`config.mk`:
```
export PLATFORM = sky130hd
export DESIGN_NAME = record_marking_deframer
export DESIGN_NICKNAME = d
export VERILOG_FILES = /design/src/rtl/core/rmd_pkg.sv /design/src/rtl/core/rmd_parse.sv /design/src/rtl/core/rmd_out_reg.sv /design/src/rtl/core/record_marking_deframer.sv
export SDC_FILE = /design/constraint.sdc
export NUM_CORES = 1
export LEC_CHECK = 0
export ABC_CLOCK_PERIOD_IN_PS = 4050
export BUFFER_PORTS_ARGS = -buffer_cell sky130_fd_sc_hd__buf_4
export CORE_UTILIZATION = 30
export CTS_CLUSTER_SIZE = 8
export DETAILED_ROUTE_END_ITERATION = 10
export GPL_ROUTABILITY_DRIVEN = 0
export HOLD_SLACK_MARGIN = 0.12
export SETUP_SLACK_MARGIN = 0.05
export SYNTH_ARGS = -nofsm -noshare
export SYNTH_HDL_FRONTEND = slang
export SYNTH_HIERARCHICAL = 1
export SYNTH_SLANG_ARGS = --single-unit
```
`constraint.sdc`:
```
create_clock -name clk -period 4.05 [get_ports clk]
set_input_delay 0.405 -clock clk [delete_from_list [all_inputs] [get_ports clk]]
set_output_delay 0.405 -clock clk [all_outputs]
set_load 0.05 [all_outputs]
```
`src/rtl/core/rmd_pkg.sv`:
```
// Shared types and codes for the record-marking deframer.
package rmd_pkg;

  localparam int unsigned LEN_W = 31;

  localparam logic [1:0] KIND_HEADER  = 2'd0;
  localparam logic [1:0] KIND_PAYLOAD = 2'd1;
  localparam logic [1:0] KIND_ERROR   = 2'd2;

  localparam logic [1:0] LAST_HDR_IDX = 2'd3;

  typedef struct packed {
    logic [7:0] data;
    logic [1:0] kind;
    logic       frag_end;
    logic       rec_end;
  } result_t;

endpackage

```
`src/rtl/core/rmd_parse.sv`:
```
// Fragment header assembly, payload countdown and byte classification.
module rmd_parse
  import rmd_pkg::*;
(
  input  logic       clk,
  input  logic       rst,
  input  logic       fire,
  input  logic [7:0] in_byte,
  output result_t    result
);

  logic [23:0]      header_shift;
  logic [23:0]      header_shift_next;
  logic [1:0]       header_byte_count;
  logic [1:0]       header_byte_count_next;
  logic             in_payload;
  logic             in_payload_next;
  logic [LEN_W-1:0] remaining_count;
  logic [LEN_W-1:0] remaining_count_next;
  logic             last_fragment_flag;
  logic             last_fragment_flag_next;
  logic             error_flag;
  logic             error_flag_next;
  logic [31:0]      header;

  assign header = {header_shift, in_byte};

  // Classify the byte and work out the next state
  always_comb begin
    header_shift_next       = header_shift;
    header_byte_count_next  = header_byte_count;
    in_payload_next         = in_payload;
    remaining_count_next    = remaining_count;
    last_fragment_flag_next = last_fragment_flag;
    error_flag_next         = error_flag;
    result.data     = in_byte;
    result.kind     = KIND_HEADER;
    result.frag_end = 1'b0;
    result.rec_end  = 1'b0;

    if (error_flag) begin
      result.kind = KIND_ERROR;
    end else if (in_payload && (remaining_count != '0)) begin
      // Pass payload through and count down
      remaining_count_next = remaining_count - LEN_W'(1);
      result.kind     = KIND_PAYLOAD;
      result.frag_end = (remaining_count == LEN_W'(1));
      result.rec_end  = (remaining_count == LEN_W'(1)) && last_fragment_flag;
      if (remaining_count == LEN_W'(1)) begin
        in_payload_next        = 1'b0;
        header_byte_count_next = '0;
        header_shift_next      = '0;
      end
    end else begin
      in_payload_next = 1'b0;
      if (header_byte_count != LAST_HDR_IDX) begin
        // Collect a leading header byte
        header_shift_next      = {header_shift[15:0], in_byte};
        header_byte_count_next = header_byte_count + 2'd1;
      end else begin
        // Final header byte: decode the full header
        header_shift_next      = '0;
        header_byte_count_next = '0;
        if (header == 32'd0) begin
          error_flag_next = 1'b1;
          result.kind     = KIND_ERROR;
        end else begin
          last_fragment_flag_next = header[31];
          remaining_count_next    = header[LEN_W-1:0];
          if (header[LEN_W-1:0] == '0) begin
            // Empty fragment ends here; it also ends the record if it is the last
            result.frag_end = 1'b1;
            result.rec_end  = header[31];
          end else begin
            in_payload_next = 1'b1;
          end
        end
      end
    end
  end

  // Advance state on each transaction
  always_ff @(posedge clk) begin
    if (rst) begin
      header_shift       <= '0;
      header_byte_count  <= '0;
      in_payload         <= 1'b0;
      remaining_count    <= '0;
      last_fragment_flag <= 1'b0;
      error_flag         <= 1'b0;
    end else if (fire) begin
      header_shift       <= header_shift_next;
      header_byte_count  <= header_byte_count_next;
      in_payload         <= in_payload_next;
      remaining_count    <= remaining_count_next;
      last_fragment_flag <= last_fragment_flag_next;
      error_flag         <= error_flag_next;
    end
  end

endmodule

```
`src/rtl/core/rmd_out_reg.sv`:
```
// Result register holding one classified byte for the downstream side.
module rmd_out_reg
  import rmd_pkg::*;
(
  input  logic       clk,
  input  logic       rst,
  input  logic       load,
  input  result_t    result,
  input  logic       out_stall,
  output logic       out_valid,
  output logic [7:0] out_byte,
  output logic [1:0] byte_kind,
  output logic       fragment_end,
  output logic       record_end
);

  result_t held;

  // Track occupancy
  always_ff @(posedge clk) begin
    if (rst) begin
      out_valid <= 1'b0;
    end else if (load) begin
      out_valid <= 1'b1;
    end else if (!out_stall) begin
      out_valid <= 1'b0;
    end
  end

  // Capture the result
  always_ff @(posedge clk) begin
    if (load) begin
      held <= result;
    end
  end

  assign out_byte     = held.data;
  assign byte_kind    = held.kind;
  assign fragment_end = held.frag_end;
  assign record_end   = held.rec_end;

endmodule

```
`src/rtl/core/record_marking_deframer.sv`:
```
// Record-marking deframer: splits a byte stream into fragment headers and payload.
// An accepted input byte passes the input register, then the result register.
// Throughput: one byte per cycle while out_stall is low; both registers stall together.
// Reset (rst, synchronous): both registers empty, header assembly restarts, error clears.
// Once an all-zero header is seen every later byte reports an error until reset.
module record_marking_deframer
  import rmd_pkg::*;
(
  input  logic       clk,
  input  logic       rst,
  input  logic       in_valid,
  output logic       in_stall,
  input  logic [7:0] in_byte,
  output logic       out_valid,
  input  logic       out_stall,
  output logic [7:0] out_byte,
  output logic [1:0] byte_kind,
  output logic       fragment_end,
  output logic       record_end
);

  logic       in_reg_valid;
  logic [7:0] in_reg_byte;
  logic       advance;
  result_t    result;

  // Move the held byte forward when the result register has room
  assign advance  = in_reg_valid && (!out_valid || !out_stall);
  assign in_stall = in_reg_valid && !advance;

  // Input register
  always_ff @(posedge clk) begin
    if (rst) begin
      in_reg_valid <= 1'b0;
    end else if (!in_stall) begin
      in_reg_valid <= in_valid;
    end
  end

  always_ff @(posedge clk) begin
    if (in_valid && !in_stall) begin
      in_reg_byte <= in_byte;
    end
  end

  rmd_parse u_parse (
    .clk     (clk),
    .rst     (rst),
    .fire    (advance),
    .in_byte (in_reg_byte),
    .result  (result)
  );

  rmd_out_reg u_out (
    .clk          (clk),
    .rst          (rst),
    .load         (advance),
    .result       (result),
    .out_stall    (out_stall),
    .out_valid    (out_valid),
    .out_byte     (out_byte),
    .byte_kind    (byte_kind),
    .fragment_end (fragment_end),
    .record_end   (record_end)
  );

  // Record end only comes with a fragment end
  a_rec_implies_frag: assert property (@(posedge clk) disable iff (rst)
    out_valid |-> (!record_end || fragment_end))
    else $error("record_end without fragment_end");

  // Error bytes carry no end flags
  a_error_no_flags: assert property (@(posedge clk) disable iff (rst)
    (out_valid && (byte_kind == KIND_ERROR)) |-> (!fragment_end && !record_end))
    else $error("error byte carries end flags");

  // Error is sticky across transactions
  a_error_sticky: assert property (@(posedge clk) disable iff (rst)
    (out_valid && !out_stall && (byte_kind == KIND_ERROR))
      |=> (!out_valid || (byte_kind == KIND_ERROR)))
    else $error("error state left before reset");

  // Input stalls only when the result register is blocked
  a_stall_cause: assert property (@(posedge clk) disable iff (rst)
    in_stall |-> (out_valid && out_stall && in_reg_valid))
    else $error("input stalled without downstream backpressure");

endmodule

```
==> impl_results.md <==
- Routed WL: 10.8 mm
- Pin count of the biggest net entering global routing: 46
- Met1 Resource Use GR: 21.3%
- Post-layout util: 34.7%
- Count of nets after finishing: 498
- LEAKAGE: 0.00165 uW
- Clock Path Buffers: 2
- Netlist cell types: 51
- Hold-fix buffers, CTS: 0
- Pins over their slew limit: 0
- Iteration-0 DRC count of the detailed router: 202
- Combinational share of power: 8.1%
- Total clock sinks: 82
- Synth Area in XOR/XNOR: 0%
- Post-detailed-placement half-perimeter wirelength: 7.30 mm
- TritonCTS Buffers: 9
- Endpoint class of the critical path: flip-flop
- Setup bufs post-CTS: 0
- Crit Path Max Fanout: 23
- Ranking of synthesized cells by area: sky130_fd_sc_hd__dfxtp_1 31%, sky130_fd_sc_hd__edfxtp_1 15%, sky130_fd_sc_hd__o21ai_0 5.9%, sky130_fd_sc_hd__a21oi_1 4.6%, sky130_fd_sc_hd__nand2_1 4.4%
- Count of antenna diodes in the layout: 0
- FF+latch count, synth: 82
- Critical path arrival: 3.58 ns
- Dominant combinational cell family by area after synthesis: simple AND/OR/NAND/NOR gates
- Vias: 3632
- Top-level I/O count: 26
- Number of setup violations in the final report: 0
- CTS tree: done
- Critical Path Start Type: flip-flop
- Most frequent cells after synthesis: 62 x sky130_fd_sc_hd__dfxtp_1, 48 x sky130_fd_sc_hd__nand2_1, 48 x sky130_fd_sc_hd__o21ai_0
- Synth area leader: sky130_fd_sc_hd__dfxtp_1
- Library cell contributing the largest single delay on the critical path: sky130_fd_sc_hd__or4_1
- Cell depth of the worst min-delay path: 1
- Post-synth top area share: 30.6%
- Required arrival time at the worst endpoint: 4.31 ns
- Pwr dens: 396 mW/mm^2
- Run status: finished clean
- Count leader, synth: sky130_fd_sc_hd__dfxtp_1
- Per-instance average area after synthesis: 8.57 sq um
- Met2 capacity usage during global routing: 25.3%
- Via density per instance: 5.47
- Fin crit period: 3.32 ns
- Path type of the worst setup path: flip-flop to flip-flop
- Clock root buffer master: sky130_fd_sc_hd__clkbuf_16
- Final Skew: 0.00728 ns
- Mux share of post-synthesis cell area: 1.08%
- Switch Pwr: 486 uW
- Initial core utilization: 30.7%
- Cells resized by post-CTS repair: 0
- Type of the worst min-delay path: primary input to flip-flop
- Clock share of power: 43.3%
- DRC: 0
- List of cells traversed by the critical path: inv_1 -> ha_1 -> or3b_2 -> or4_1 -> o21a_1 -> buf_4 -> or3b_1 -> a31oi_1
- Clock Pin Slew Worst Setup and Hold Paths: 0.07 ns
- Pre-CTS WS: 0.786 ns
- Power Internal: 1330 uW
- Fraction of the mapped netlist area in compound gates: 21.3%
- Number of port buffers: 25
- Die X-Extent: 118 microns
- Hold Vio Cnt, Final: 0
- Vertical die dimension: 118 microns
- Syn Nets: 489
- Longest individual stage delay on the worst path: 0.69 ns
- Netlist Area Pre-Place: 0.00406 sq mm
- Tightest slew margin relative to the limit: 49.1%
- Antenna-violating nets left: 0
- Fraction of final layout cells with drive strength greater than 1: 13.1%
- Final setup slack of the worst path: 0.727 ns
- Post-Route Setup TNS: 0 ns
- Overall fraction of global-route tracks in use: 16.1%
- Asr flop ratio synth: 0%
- Highest clock rate: 301 MHz
- Detailed-route wire length per cell: 16.2 microns
- Number of instances in the synthesized netlist: 474
- Fraction of power consumed by sequential logic: 48.7%
- VDD IR max: 0.000229 V
- RSZ-0062 raised after global routing: false
- Net Sw Frac: 26.7%
- Wire length of the first global-routing pass: 17.7 mm
- Fraction of the mapped netlist area in adder cells: 0.924%
- Number of cells traversed by the worst register-to-register path: 8
- Total Die Area: 0.0140 sq mm
- Period Utilization, post-route: 82.0%
- Core Region: 0.0132 sq mm
- Synthesis warning total: 6
- Number of rows in the core area: 42
- Count of flip-flops with a built-in enable after synthesis: 20
- Relative area change from synthesis to final layout: 13.1%
- Met3 GRT Util: 3.04%
- Pre-Repair DR Iteration Count: 5
- Sequential element share of the synthesized area: 45.4%
- Later-pin clock latency in the skew report: 0.34 ns
- Final-layout fill cell count: 1382
- Simple-gate area share of the yosys netlist: 24.1%
- Total gr overflow: 0
- Actual slew at the worst max-slew pin: 0.756 ns
- Layer with the highest usage: met2
- Number of H-tree branching levels: 3
- Flip-flop cell with the highest count after synthesis: sky130_fd_sc_hd__dfxtp_1
- Vias in the first global route: 3375
- MaxCap Viol Count: 0
- Antenna violations before repair: 0
-- worst paths after layout --
| path | slack, ns | endpoint | startpoint |
|---|---|---|---|
| setup reg to reg | 0.73 | u_parse/remaining_count[22] | u_parse/remaining_count[0] |
| hold / removal | 0.23 | in_reg_byte[5] | in_byte[5] |
| setup / recovery | 0.73 | u_parse/remaining_count[22] | u_parse/remaining_count[0] |
| hold reg to reg | 0.47 | u_parse/header_shift[17] | u_parse/header_shift[17] |
-- stage by stage --
stage	hold WS [ns]	cells	cell area, sq um	total power [uW]
6_report	0.233	664	4590	1820
3_5_place_dp	0.470	648	4310	1050
5_1_grt	0.219	664	4590	1890
4_1_cts	0.222	664	4590	1840
2_1_floorplan	0.437	474	4060	1000
3_3_place_gp	0.461	648	4310	1050
-- flip-flops by register name (all words and copies together) (netlist names) --
| register | count |
|---|---|
| u_out/out_byte | 8 |
| u_out/out_valid | 1 |
| u_out/byte_kind | 2 |
| u_out/record_end | 1 |
| u_parse/last_fragment_flag | 1 |
| u_parse/header_shift | 24 |
| in_reg_byte | 8 |
| u_out/fragment_end | 1 |
| in_reg_valid | 1 |
| u_parse/in_payload | 1 |
| u_parse/error_flag | 1 |
| u_parse/header_byte_count | 2 |
| u_parse/remaining_count | 31 |
-- layout by cell type, fill, tap and decap left out, drive strengths merged, types with 4 or more instances in the layout --
cell	Yosys	final
and2	6	6
clkinv	2	4
buf	26	37
a211oi	11	11
nor3	18	18
dfxtp	62	62
nor4	20	20
nand3	34	34
o21ai	61	61
clkbuf	13	9
a21oi	39	39
a21o	6	6
or3	4	4
nor2	31	31
or4	11	11
nand2	48	48
nand4	9	9
inv	9	13
edfxtp	20	20
-- worst max-delay path: cells and delay by family (launching register included) --
kind,cells,cell delay (ns)
AND/OR/NAND/NOR,3,1.63
flip-flops,1,0.35
adder cells (fa/ha/maj),1,0.23
AO/OA/AOI/OAI,2,0.62
buffers and inverters,2,0.41
-- power groups by stage --
stage,clock network (uW),registers (uW),logic [uW]
CTS,807,885,146
detailed placement,0,903,146
floorplan,0,912,92.7
global placement,0,903,144
global route,843,887,160
finish,787,885,147
-- final cells by class --
cell class,count,area [sq um],share of cell area (%)
tap,176,220,4.79
multi-input combinational,342,1930,42.0
clock inverter,7,58.8,1.28
clock buffer,9,225,4.90
timing repair buffer,37,278,6.05
sequential,82,1840,40.1
inverter,11,41.3,0.899
-- metal layers --
layer  up-vias  wire [microns]
met1      1746            5030
li1       1776               -
met3        15             440
met2        95            5050
met5         -               0
met4         0             237
-- cells by family after synthesis --
kind of cell	after synthesis
buffers and inverters	50
adder cells (fa/ha/maj)	3
AND/OR/NAND/NOR	191
AO/OA/AOI/OAI	144
multiplexers	4
flip-flops	82
No activity file was read; power rests on OpenSTA's default activity.
